`src/assert_macros.svh`:
```
// Assertion helpers shared by the cipher RTL.
// TSFC_ASSERT checks a property outside reset, TSFC_ASSERT_ALWAYS checks it
// on every edge.
`ifndef ASSERT_MACROS_SVH
`define ASSERT_MACROS_SVH
`ifndef SYNTHESIS
`define TSFC_ASSERT(lbl, clk, rst, prop) \
  lbl: assert property (@(posedge clk) disable iff (rst) prop) \
    else $error("cipher assertion failed");
`define TSFC_ASSERT_ALWAYS(lbl, clk, prop) \
  lbl: assert property (@(posedge clk) prop) \
    else $error("cipher assertion failed");
`else
`define TSFC_ASSERT(lbl, clk, rst, prop)
`define TSFC_ASSERT_ALWAYS(lbl, clk, prop)
`endif
`endif

```
`src/tsfc_pkg.sv`:
```
`timescale 1ns / 1ps
// ----------------------------------------------------------------------------
// tsfc_pkg
// Types, sizes and constant tables of the two-S-box Feistel cipher.
// ----------------------------------------------------------------------------
package tsfc_pkg;

  localparam int KEY_BYTES_MAX = 56;
  localparam int KC_W          = $clog2(KEY_BYTES_MAX + 1);
  localparam int KA_W          = $clog2(KEY_BYTES_MAX);
  localparam int NROUNDS       = 16;
  localparam int NSUB          = NROUNDS + 2;
  localparam int SK_W          = $clog2(NSUB);
  localparam int SCHED_BYTES   = NSUB * 4;
  localparam int SB_W          = $clog2(SCHED_BYTES);
  localparam int WRAP_W        = $clog2(SCHED_BYTES + 1);
  localparam int SBOX_DEPTH    = 256;
  localparam int DERIVE_STEPS  = NSUB / 2 + SBOX_DEPTH;
  localparam int DV_W          = $clog2(DERIVE_STEPS);
  localparam int QUEUE_DEPTH   = 2;

  localparam logic [1:0] MODE_KEY  = 2'd0;
  localparam logic [1:0] MODE_ENC  = 2'd1;
  localparam logic [1:0] MODE_DEC  = 2'd2;
  localparam logic [1:0] MODE_NONE = 2'd3;

  localparam logic [2:0] ADDR_OLD_KEY_SCHEDULE = 3'd0;

  typedef enum logic [1:0] {
    OP_KEY = 2'd0,
    OP_ENC = 2'd1,
    OP_DEC = 2'd2
  } op_t;

  typedef struct packed {
    op_t         op;
    logic [7:0]  key_byte;
    logic        key_last;
    logic [31:0] left;
    logic [31:0] right;
  } cmd_t;

  typedef struct packed {
    logic empty;
    logic full;
  } q_stat_t;

  localparam logic [31:0] INIT_P [NSUB] = '{
    32'h243A6A88, 32'h85C308D3, 32'h17198A2E, 32'h03787344, 32'hA9093822, 32'h499F31D0,
    32'h082E6A98, 32'hEC3E6C89, 32'hC52821E6, 32'h38D013F7, 32'hBE5E66CF, 32'h54E90C6C,
    32'hC0A329B7, 32'hC57C50DD, 32'h3F84DDB5, 32'hB5440917, 32'h9218D5D9, 32'h8379FB1B
  };

  localparam logic [31:0] INIT_S0 [SBOX_DEPTH] = '{
    32'hA1310BA6, 32'h38DFB5AC, 32'h4FFD72DB, 32'h501ADFB7, 32'hA8E1AFED, 32'h6A257E96,
    32'hBA7C9045, 32'hF12C7F99, 32'h24A19947, 32'hB3916CF7, 32'h0801F2E2, 32'h858EFC16,
    32'h636920D8, 32'h71574E69, 32'hA458FEA3, 32'hF4933D7E, 32'h0D95748F, 32'h728EB658,
    32'h718BCD58, 32'h82154AEE, 32'h7B54A41D, 32'hC25A59B5, 32'h9C30D539, 32'h2AF26013,
    32'hC5D1B023, 32'h286085F0, 32'hCA417918, 32'hB8DB38EF, 32'h8E79DCB0, 32'h603A180E,
    32'h6C9E0E8B, 32'hB01E8A3E, 32'hD71577C1, 32'hBD314B27, 32'h78AF2FDA, 32'h55605C60,
    32'hE65525F3, 32'hAA55AB94, 32'h57489862, 32'h63E81440, 32'h55CA396A, 32'h2AAB10B6,
    32'hB4CC5C34, 32'h1141E8CE, 32'hA15486AF, 32'h7C72E993, 32'hB3EE1411, 32'h636FBC2A,
    32'h2BA9C55D, 32'h741831F6, 32'hCE5C3E16, 32'h9B87931E, 32'hAFD6BA33, 32'h6C24CF5C,
    32'h7A325381, 32'h28958677, 32'h3B8F4898, 32'h6B4BB9AF, 32'hC4BFE81B, 32'h66282193,
    32'h61D809CC, 32'hFB21A991, 32'h487CAC60, 32'h5DEC8032, 32'hEF845D5D, 32'hE98575B1,
    32'hDC262302, 32'hEB651B88, 32'h23893E81, 32'hD396ACC5, 32'h0F6D6FF3, 32'h83F44239,
    32'h2E0B4482, 32'hA4842004, 32'h69C8F04A, 32'h9E1F9B5E, 32'h21C66842, 32'hF6E96C9A,
    32'h670C9C61, 32'hABD388F0, 32'h6A51A0D2, 32'hD8542F68, 32'h960FA728, 32'hAB5133A3,
    32'h6EEF0B6C, 32'h137A3BE4, 32'hBA3BF050, 32'h7EFB2A98, 32'hA1F1651D, 32'h39AF0176,
    32'h66CA593E, 32'h82430E88, 32'h8CEE8619, 32'h456F9FB4, 32'h7D84A5C3, 32'h3B8B5EBE,
    32'hE06F75D8, 32'h85C12073, 32'h401A449F, 32'h56C16AA6, 32'h4ED3AA62, 32'h363F7706,
    32'h1BFEDF72, 32'h429B023D, 32'h37D0D724, 32'hD00A1248, 32'hDB0FEAD3, 32'h49F1C09B,
    32'h075372C9, 32'h80991B7B, 32'h25D479D8, 32'hF6E8DEF7, 32'hE3FE501A, 32'hB6794C3B,
    32'h976CE0BD, 32'h04C006BA, 32'hC1A94FB6, 32'h409F60C4, 32'h5E5C9EC2, 32'h196A2463,
    32'h68FB6FAF, 32'h3E6C53B5, 32'h1339B2EB, 32'h3B52EC6F, 32'h6DFC511F, 32'h9B30952C,
    32'hCC814544, 32'hAF5EBD09, 32'hBEE3D004, 32'hDE334AFD, 32'h660F2807, 32'h192E4BB3,
    32'hC0CBA857, 32'h45C8740F, 32'hD20B5F39, 32'hB9D3FBDB, 32'h5579C0BD, 32'h1A60320A,
    32'hD6A100C6, 32'h402C7279, 32'h679F25FE, 32'hFB1FA3CC, 32'h8EA5E9F8, 32'hDB3222F8,
    32'h3C7516DF, 32'hFD616B15, 32'h2F501EC8, 32'hAD0552AB, 32'h323DB5FA, 32'hFD238760,
    32'h53317B48, 32'h3E00DF82, 32'h9E5C57BB, 32'hCA6F8CA0, 32'h1A87562E, 32'hDF1769DB,
    32'hD542A8F6, 32'h287EFFC3, 32'hAC6732C6, 32'h8C4F5573, 32'h695B27B0, 32'hBBCA58C8,
    32'hE1FFA35D, 32'hB8F011A0, 32'h10FA3D98, 32'hFD2183B8, 32'h4AFCB56C, 32'h2DD1D35B,
    32'h9A53E479, 32'hB6F84565, 32'hD28E49BC, 32'h4BFB9790, 32'hE1DDF2DA, 32'hA4CB7E33,
    32'h62FB1341, 32'hCEE4C6E8, 32'hEF20CADA, 32'h36774C01, 32'hD07E9EFE, 32'h2BF11FB4,
    32'h95DBDA4D, 32'hAE909198, 32'hEAAD8E71, 32'h6B93D5A0, 32'hD08ED1D0, 32'hAFC725E0,
    32'h8E3C5B2F, 32'h8E7594B7, 32'h8FF6E2FB, 32'hF2122B64, 32'h8888B812, 32'h900DF01C,
    32'h4FAD5EA0, 32'h688FC31C, 32'hD1CFF191, 32'hB3A8C1AD, 32'h2F2F2218, 32'hBE0E1777,
    32'hEA752DFE, 32'h8B021FA1, 32'hE5A0CC0F, 32'hB56F74E8, 32'h18ACF3D6, 32'hCE89E299,
    32'hB4A84FE0, 32'hFD13E0B7, 32'h7CC43B81, 32'hD2ADA8D9, 32'h165FA266, 32'h80957705,
    32'h93CC7314, 32'h211A1477, 32'hE6AD2065, 32'h77B5FA86, 32'hC75442F5, 32'hFB9D35CF,
    32'hEBCDAF0C, 32'h7B3E89A0, 32'hD6411BD3, 32'hAE1E7E49, 32'h00250E2D, 32'h2071B35E,
    32'h226800BB, 32'h57B8E0AF, 32'h2464369B, 32'hF009B91E, 32'h5563911D, 32'h59DFA6AA,
    32'h78C14389, 32'hD95A537F, 32'h207D5BA2, 32'h02E5B9C5, 32'h83260376, 32'h6295CFA9,
    32'h11C81968, 32'h4E734A41, 32'hB3472DCA, 32'h7B14A94A, 32'h1B510052, 32'h9A532915,
    32'hD60F573F, 32'hBC9BC6E4, 32'h2B60A476, 32'h81E67400, 32'h08BA6FB5, 32'h571BE91F,
    32'hF296EC6B, 32'h2A0DD915, 32'hB6636521, 32'hE7B9F9B6, 32'hFF34052E, 32'hC5855664,
    32'h53B02D5D, 32'hA99F8FA1, 32'h08BA4799, 32'h6E85076A
  };

  localparam logic [31:0] INIT_S1 [SBOX_DEPTH] = '{
    32'h3A39CE37, 32'hD3FAF5CF, 32'hABC27737, 32'h5AC52D1B, 32'h5CB0679E, 32'h4FA33742,
    32'hD3822740, 32'h99BC9BBE, 32'hD5118E9D, 32'hBF0F7315, 32'hD62D1C7E, 32'hC700C47B,
    32'hB78C1B6B, 32'h21A19045, 32'hB26EB1BE, 32'h6A366EB4, 32'h5748AB2F, 32'hBC946E79,
    32'hC6A376D2, 32'h6549C2C8, 32'h530FF8EE, 32'h468DDE7D, 32'hD5730A1D, 32'h4CD04DC6,
    32'h2939BBDB, 32'hA9BA4650, 32'hAC9526E8, 32'hBE5EE304, 32'hA1FAD5F0, 32'h6A2D519A,
    32'h63EF8CE2, 32'h9A86EE22, 32'hC089C2B8, 32'h43242EF6, 32'hA51E03AA, 32'h9CF2D0A4,
    32'h83C061BA, 32'h9BE96A4D, 32'h8FE51550, 32'hBA645BD6, 32'h2826A2F9, 32'hA73A3AE1,
    32'h4BA99586, 32'hEF5562E9, 32'hC72FEFD3, 32'hF752F7DA, 32'h3F046F69, 32'h77FA0A59,
    32'h80E4A915, 32'h87B08601, 32'h9B09E6AD, 32'h3B3EE593, 32'hE990FD5A, 32'h9E34D797,
    32'h2CF0B7D9, 32'h022B8B51, 32'h96D5AC3A, 32'h017DA67D, 32'hD1CF3ED6, 32'h7C7D2D28,
    32'h1F9F25CF, 32'hADF2B89B, 32'h5AD6B472, 32'h5A88F54C, 32'hE029AC71, 32'hE019A5E6,
    32'h47B0ACFD, 32'hED93FA9B, 32'hE8D3C48D, 32'h283B57CC, 32'hF8D56629, 32'h79132E28,
    32'h785F0191, 32'hED756055, 32'hF7960E44, 32'hE3D35E8C, 32'h15056DD4, 32'h88F46DBA,
    32'h03A16125, 32'h0564F0BD, 32'hC3EB9E15, 32'h3C9057A2, 32'h97271AEC, 32'hA93A072A,
    32'h1B3F6D9B, 32'h1E6321F5, 32'hF59C66FB, 32'h26DCF319, 32'h7533D928, 32'hB155FDF5,
    32'h03563482, 32'h8ABA3CBB, 32'h28517711, 32'hC20AD9F8, 32'hABCC5167, 32'hCCAD925F,
    32'h4DE81751, 32'h3830DC8E, 32'h379D5862, 32'h9320F991, 32'hEA7A90C2, 32'hFB3E7BCE,
    32'h5121CE64, 32'h774FBE32, 32'hA8B6E37E, 32'hC3293D46, 32'h48DE5369, 32'h6413E680,
    32'hA2AE0810, 32'hDD6DB224, 32'h69852DFD, 32'h09072166, 32'hB39A460A, 32'h6445C0DD,
    32'h586CDECF, 32'h1C20C8AE, 32'h5BBEF7DD, 32'h1B588D40, 32'hCCD2017F, 32'h6BB4E3BB,
    32'hDDA26A7E, 32'h3A59FF45, 32'h3E350A44, 32'hBCB4CDD5, 32'h72EACEA8, 32'hFA6484BB,
    32'h8D6612AE, 32'hBF3C6F47, 32'hD29BE463, 32'h542F5D9E, 32'hAEC2771B, 32'hF64E6370,
    32'h740E0D8D, 32'hE75B1357, 32'hF8721671, 32'hAF537D5D, 32'h4040CB08, 32'h4EB4E2CC,
    32'h34D2466A, 32'h0115AF84, 32'hE1B00428, 32'h95983A1D, 32'h06B89FB4, 32'hCE6EA048,
    32'h6F3F3B82, 32'h3520AB82, 32'h011A1D4B, 32'h277227F8, 32'h611560B1, 32'hE7933FDC,
    32'hBB3A792B, 32'h344525BD, 32'hA08839E1, 32'h51CE794B, 32'h2F32C9B7, 32'hA01FBAC9,
    32'hE01CC87E, 32'hBCC7D1F6, 32'hCF0111C3, 32'hA1E8AAC7, 32'h1A908749, 32'hD44FBD9A,
    32'hD0DADECB, 32'hD50ADA38, 32'h0339C32A, 32'hC6913667, 32'h8DF9317C, 32'hE0B12B4F,
    32'hF79E59B7, 32'h43F5BB3A, 32'hF2D519FF, 32'h27D9459C, 32'hBF97222C, 32'h15E6FC2A,
    32'h0F91FC71, 32'h9B941525, 32'hFAE59361, 32'hCEB69CEB, 32'hC2A86459, 32'h12BAA8D1,
    32'hB6C1075E, 32'hE3056A0C, 32'h10D25065, 32'hCB03A442, 32'hE0EC6E0E, 32'h1698DB3B,
    32'h4C98A0BE, 32'h3278E964, 32'h9F1F9532, 32'hE0D392DF, 32'hD3A0342B, 32'h8971F21E,
    32'h1B0A7441, 32'h4BA3348C, 32'hC5BE7120, 32'hC37632D8, 32'hDF359F8D, 32'h9B992F2E,
    32'hE60B6F47, 32'h0FE3F11D, 32'hE54CDA54, 32'h1EDAD891, 32'hCE6279CF, 32'hCD3E7E6F,
    32'h1618B166, 32'hFD2C1D05, 32'h848FD2C5, 32'hF6FB2299, 32'hF523F357, 32'hA6327623,
    32'h93A83531, 32'h56CCCD02, 32'hACF08162, 32'h5A75EBB5, 32'h6E163697, 32'h88D273CC,
    32'hDE966292, 32'h81B949D0, 32'h4C50901B, 32'h71C65614, 32'hE6C6C7BD, 32'h327A140A,
    32'h45E1D006, 32'hC3F27B9A, 32'hC9AA53FD, 32'h62A80F00, 32'hBB25BFE2, 32'h35BDD2F6,
    32'h71126905, 32'hB2040222, 32'hB6CBCF7C, 32'hCD769C2B, 32'h53113EC0, 32'h1640E3D3,
    32'h38ABBD60, 32'h2547ADF0, 32'hBA38209C, 32'hF746CE76, 32'h77AFA1C5, 32'h20756060,
    32'h85CBFE4E, 32'h8AE88DD8, 32'h7AAAF9B0, 32'h4CF9AA7E, 32'h1948C25C, 32'h02FB8A8C,
    32'h01C36AE4, 32'hD6EBE1F9, 32'h90D4F869, 32'hA65CDEA0, 32'h3F09252D, 32'hC208E69F,
    32'hB74E6132, 32'hCE77E25B, 32'h578FDFE3, 32'h3AC372E6
  };

endpackage

```
`src/tsfc_queue.sv`:
```
`timescale 1ns / 1ps
// ----------------------------------------------------------------------------
// tsfc_queue
// Short request queue between the front end and the cipher core.
// ----------------------------------------------------------------------------
module tsfc_queue
  import tsfc_pkg::*;
(
  input  logic    clk,
  input  logic    rst,
  input  logic    push,
  input  cmd_t    push_cmd,
  input  logic    pop,
  output cmd_t    head,
  output q_stat_t stat
);

  localparam int PW = $clog2(QUEUE_DEPTH);
  localparam int CW = $clog2(QUEUE_DEPTH + 1);

  cmd_t          slots [QUEUE_DEPTH];
  logic [PW-1:0] wr_ptr;
  logic [PW-1:0] rd_ptr;
  logic [CW-1:0] count;

  assign head       = slots[rd_ptr];
  assign stat.empty = (count == '0);
  assign stat.full  = (count == CW'(QUEUE_DEPTH));

  always_ff @(posedge clk) begin
    if (push) begin
      slots[wr_ptr] <= push_cmd;
    end
  end

  always_ff @(posedge clk) begin
    if (rst) begin
      wr_ptr <= '0;
      rd_ptr <= '0;
      count  <= '0;
    end else begin
      if (push) begin
        wr_ptr <= (wr_ptr == PW'(QUEUE_DEPTH - 1)) ? '0 : wr_ptr + PW'(1);
      end
      if (pop) begin
        rd_ptr <= (rd_ptr == PW'(QUEUE_DEPTH - 1)) ? '0 : rd_ptr + PW'(1);
      end
      count <= count + CW'(push) - CW'(pop);
    end
  end

endmodule

```
`config.mk`:
```
export PLATFORM = sky130hd
export DESIGN_NAME = tsfc_queue
export DESIGN_NICKNAME = d
export VERILOG_FILES = /design/src/assert_macros.svh /design/src/tsfc_pkg.sv /design/src/tsfc_queue.sv
export SDC_FILE = /design/constraint.sdc
export NUM_CORES = 1
export LEC_CHECK = 0
export BUFFER_PORTS_ARGS = -buffer_cell sky130_fd_sc_hd__buf_2
export CAP_MARGIN = 10
export CORE_MARGIN = 3
export CORE_UTILIZATION = 30
export CTS_CLUSTER_DIAMETER = 200
export DETAILED_ROUTE_END_ITERATION = 6
export SLEW_MARGIN = 20
export SYNTH_ARGS = -nofsm -noshare
export SYNTH_HDL_FRONTEND = slang
export SYNTH_SLANG_ARGS = --single-unit
export TNS_END_PERCENT = 20
```
`constraint.sdc`:
```
create_clock -name clk -period 4.8 [get_ports clk]
set_input_delay 0.48 -clock clk [delete_from_list [all_inputs] [get_ports clk]]
set_output_delay 0.48 -clock clk [all_outputs]
set_load 0.02 [all_outputs]
```
=== Word-level counts from Yosys, hierarchy flattened ===
Memory sizes are Yosys's and may differ from the RTL's. A register that Yosys moved wholly into a read port is not among the register bits.
Index checks and enable logic that the tools add are counted.

* $add $sub $neg: 4
* Equality and inequality tests: 1
* Muxes and demuxes: 6
* Reductions and logical operators: 1

{| class="wikitable"
|+ Operators with widths
! kind !! count
|-
| 1-bit 2-to-1 mux || 6
|-
| 1-bit adder (second input constant) || 2
|-
| 2-bit by 1-bit adder with 2-bit output || 1
|-
| 2-bit equality test (second input constant) || 1
|-
| 2-bit zero test || 1
|-
| 2-bit by 1-bit subtractor with 2-bit output || 1
|}

* Register bits: 4
* Memory bits (writable): 150
* Input port bits: 79
* Output and inout port bits: 77
* Logic and storage cells: 16
* Memories kept: 1

{| class="wikitable"
|+ Memory list
! name !! words !! bits a word !! read ports !! clocked after Yosys merged registers in !! wr ports !! line !! text
|-
| slots || 2 || 75 || 1 || 1 || 1 || tsfc_queue.sv:21 || <nowiki>cmd_t slots [QUEUE_DEPTH];</nowiki>
|}

=== Logic depth before layout (Yosys ltp) ===
* Depth in word-level cells: 4
* Mapped depth: 6
* Depth with buffers taken out: 6

=== Least setup slack after synthesis ===
Ideal clock, no wire load.

* Path kind: input-to-reg
* Start point: input push
* End point: memory slots[0][0] (netlist name), enable pin
* Library setup time: 0.518 ns
* Arrival time: 3.764 ns
* Data required time: 4.282 ns
* Setup slack: 0.518 ns
* Cell stages on the path: 1
* Path buffers: 0
* Cells stage by stage: nor2b_1

* Word-level cells in the longest chain between the ends: 2

{| class="wikitable"
|+ RTL lines
! what !! line !! text
|-
| start: declaration || tsfc_queue.sv:11 || <nowiki>input logic push,</nowiki>
|-
| 1-bit 2-to-1 mux || tsfc_queue.sv:31 || <nowiki>if (push) begin</nowiki>
|-
| 1-bit 2-to-1 mux (implied by the code) || tsfc_queue.sv:32 || <nowiki>slots[wr_ptr] <= push_cmd;</nowiki>
|-
| end: declaration || tsfc_queue.sv:21 ||
|}

No other way between the ends.

==> Flow_metrics.wiki <==
{| class="wikitable"
! Metric !! Value
|-
| Avg Synthesized Cell Area || 23.0 µm²
|-
| Worst EP required || 4.32 ns
|-
| Initial Utilization || 30.9%
|-
| Count of boundary I/O pins || 156
|-
| Reg-to-reg startpoint || wr_ptr$_SDFFE_PP0P_
|-
| Number of placed instances with taps included || 663
|-
| Worst slack at placement || 2.22 ns
|-
| Post-Route Skew || 0.00919 ns
|-
| Post-CTS Setup Inserts || 0
|-
| Hold Crit Endpoint || slots[1][64]$_DFFE_PP_
|-
| Synthesized instance count || 254
|-
| Leading cell types in the layout, fill and taps excluded || sky130_fd_sc_hd__buf_2 (155), sky130_fd_sc_hd__edfxtp_1 (150), sky130_fd_sc_hd__mux2_4 (50)
|-
| Final core utilization || 40.0%
|-
| Number of levels the H-tree was split into || 4
|-
| Sinks on Clock Net || 155
|-
| Worst min-delay path category || in2reg
|-
| Number of nets produced by synthesis || 335
|-
| Number of standard-cell rows in the floorplan || 50
|-
| Multi-input combinational cell area || 1150 µm²
|-
| R2R setup slack || 3.22 ns
|-
| Worst r2r dst || slots[1][17]$_DFFE_PP_
|-
| Width of the die || 145 µm
|-
| Remaining number of nets flagged by the antenna check after routing || 0
|-
| Placed instance area || 6880 µm²
|-
| Signed area change from the synthesized netlist to the final layout || 29.5%
|-
| Leading cell type in the layout, fill and taps excluded || sky130_fd_sc_hd__buf_2
|-
| Setup WS post-layout || 1.86 ns
|-
| Die height || 145 µm
|-
| Count of distinct cell types in the synthesized netlist || 13
|-
| Core area || 18,900 µm²
|-
| Worst Max-Slew Pin Slew || 0.904 ns
|-
| Post-Syn Area || 5830 µm²
|-
| Area of all placed cells without fillers || 7550 µm²
|-
| Ant diodes || 0
|-
| Floorplan die area || 21,100 µm²
|-
| Cell Count, Final, Fillers Out || 696
|-
| Endpoint arrival time on the critical path || 2.46 ns
|-
| Skew-Pair Late Insertion Delay || 0.41 ns
|-
| Critical path startpoint category || flop
|-
| Hold-fix buffers, CTS || 0
|-
| Run status || completed
|-
| Number of buffers created by CTS || 17
|-
| Global-route total usage across every layer || 10.4%
|-
| Hold slack || 0.255 ns
|-
| Slew headroom || 39.8%
|-
| Filler cell count in the final layout || 1,753
|-
| Count of input and output buffers || 155
|-
| Number of buffers on the longest clock path || 2
|-
| Crit Path Max Fanout || 53
|-
| Setup repair after global routing missed its margin || false
|-
| Total leakage power || 2.92 nW
|-
| Footprint of the flip-flops and latches || 4610 µm²
|-
| Total setup violations reported at the end of the flow || 0
|-
| Violation count after the first detailed-route iteration || 102
|-
| Post-cts sizing count || 0
|-
| Count of vias placed by the detailed router || 2,880
|-
| Number of nets in the final layout || 504
|-
| Hold Vio Cnt, Final || 0
|-
| Global-route wire length before repair || 16,900 µm
|-
| Total chip power || 3.48 mW
|-
| Peak ir drop on the vdd network || 0.218 mV
|-
| Maximum achievable frequency || 341 MHz
|-
| Clock tree root driver cell || sky130_fd_sc_hd__clkbuf_16
|-
| Hold Startpoint || push_cmd[64]
|-
| Final worst-path cycle share || 61.2%
|-
| Aggregate routed wire length || 10,900 µm
|-
| First-pass iteration count of the detailed router || 4
|-
| Clock tree from TritonCTS || yes
|-
| Count of warnings emitted by yosys || 0
|-
| Remaining global-route overflow || 0
|-
| Initial antenna violation count || 2
|-
| Power density of the placed cells || 461 nW/µm²
|-
| Cells on Worst Hold Path || 1
|-
| Share of final-layout standard cells stronger than drive strength 1 || 61.2%
|-
| Critical path endpoint category || output pin
|-
| Register area share after synthesis || 79.0%
|-
| Weighted congestion reported at the end of routability-driven placement || 0.672
|-
| Remaining design rule violation count || 0
|-
| Final critical-path required period || 2.94 ns
|-
| Worst setup path category || reg2out
|-
| Detail-routed net length per standard cell || 15.6 µm
|-
| Avg Vias per Cell || 4.14
|-
| Sum Neg Setup Slack || 0 ns
|-
| Maximum number of pins on one net before global-route repair || 76
|-
| Length in cells of the worst reg-to-reg path || 2
|-
| Clock-pin slew on the worst setup and hold paths || 0.06 ns
|-
| Max Cap Viol || 0
|-
| Via count of the first global-routing pass || 3,098
|-
| Final Max Tran Viols || 0
|-
| Number of storage elements in the synthesis netlist || 155
|}
## synth_stat cells
cell | count | share of area, %
sky130_fd_sc_hd__inv_1 | 2 | 0.13
sky130_fd_sc_hd__xnor3_1 | 1 | 0.39
sky130_fd_sc_hd__ha_1 | 2 | 0.43
sky130_fd_sc_hd__nor2_1 | 5 | 0.32
sky130_fd_sc_hd__dfxtp_1 | 5 | 1.7
sky130_fd_sc_hd__buf_6 | 6 | 1.2
sky130_fd_sc_hd__nor2b_1 | 3 | 0.32
sky130_fd_sc_hd__mux2_2 | 25 | 4.8
sky130_fd_sc_hd__edfxtp_1 | 150 | 77
sky130_fd_sc_hd__xnor2_1 | 2 | 0.30
sky130_fd_sc_hd__and2_1 | 1 | 0.11
sky130_fd_sc_hd__buf_2 | 2 | 0.17
sky130_fd_sc_hd__mux2_4 | 50 | 13
## where the power goes
group	switching (mW)	internal [mW]	total [mW]
Clock	0.528	0.926	1.45
Sequential	0.0433	1.58	1.62
Combinational	0.219	0.188	0.406
Total	0.790	2.69	3.48
## state kept, by name (all words and copies together), names as in the netlist, named ones only
register / cells
wr_ptr: 1
count: 2
rd_ptr: 1
slots: 150
## logic make-up (layout without fill, tap and decap cells)
kind of cell             count (synthesis)  after routing  share of synthesized area [%]
XOR/XNOR                                 3              3                          0.687
adder cells (fa/ha/maj)                  2              2                          0.429
buffers and inverters                   10            192                           1.46
flip-flops                             155            155                           79.0
multiplexers                            75             75                           17.7
AND/OR/NAND/NOR                          9              9                          0.751
## critical path, cell delays in order, from the launching register on
cell                      delay (ns)
sky130_fd_sc_hd__dfxtp_4        0.95
sky130_fd_sc_hd__buf_4          0.53
sky130_fd_sc_hd__mux2_2         0.38
sky130_fd_sc_hd__buf_2          0.16
## worst max-delay path by stage
stage	end	cells after the start	slack, ns	start
6_report	head[67]	3	1.86	flop
5_1_grt	head[67]	3	1.70	flop
4_1_cts	head[67]	3	1.76	flop
3_5_place_dp	head[67]	3	2.22	flop
3_3_place_gp	head[67]	3	2.27	flop
2_1_floorplan	slots[0][0]$_DFFE_PP_	1	0.52	push
## metal layers
layer	part of all wire, %	vias to the layer above	GRT usage, %	wire length, µm
li1	-	1334	-	-
met1	42	1422	11.8	4560
met2	49	108	17.1	5350
met3	7.4	12	4.95	801
met4	1.1	4	3.70	119
met5	0.31	-	0	34
## cell type report
cell class / count / area share, %
clock buffers: 18 / 5.68
multi-input cells: 89 / 15.2
clock inverters: 14 / 2.88
well taps: 260 / 4.31
inverters: 2 / 0.0994
flip-flops and latches: 155 / 61.0
repair buffers: 158 / 10.8
Power figures use the tool's default switching activity.
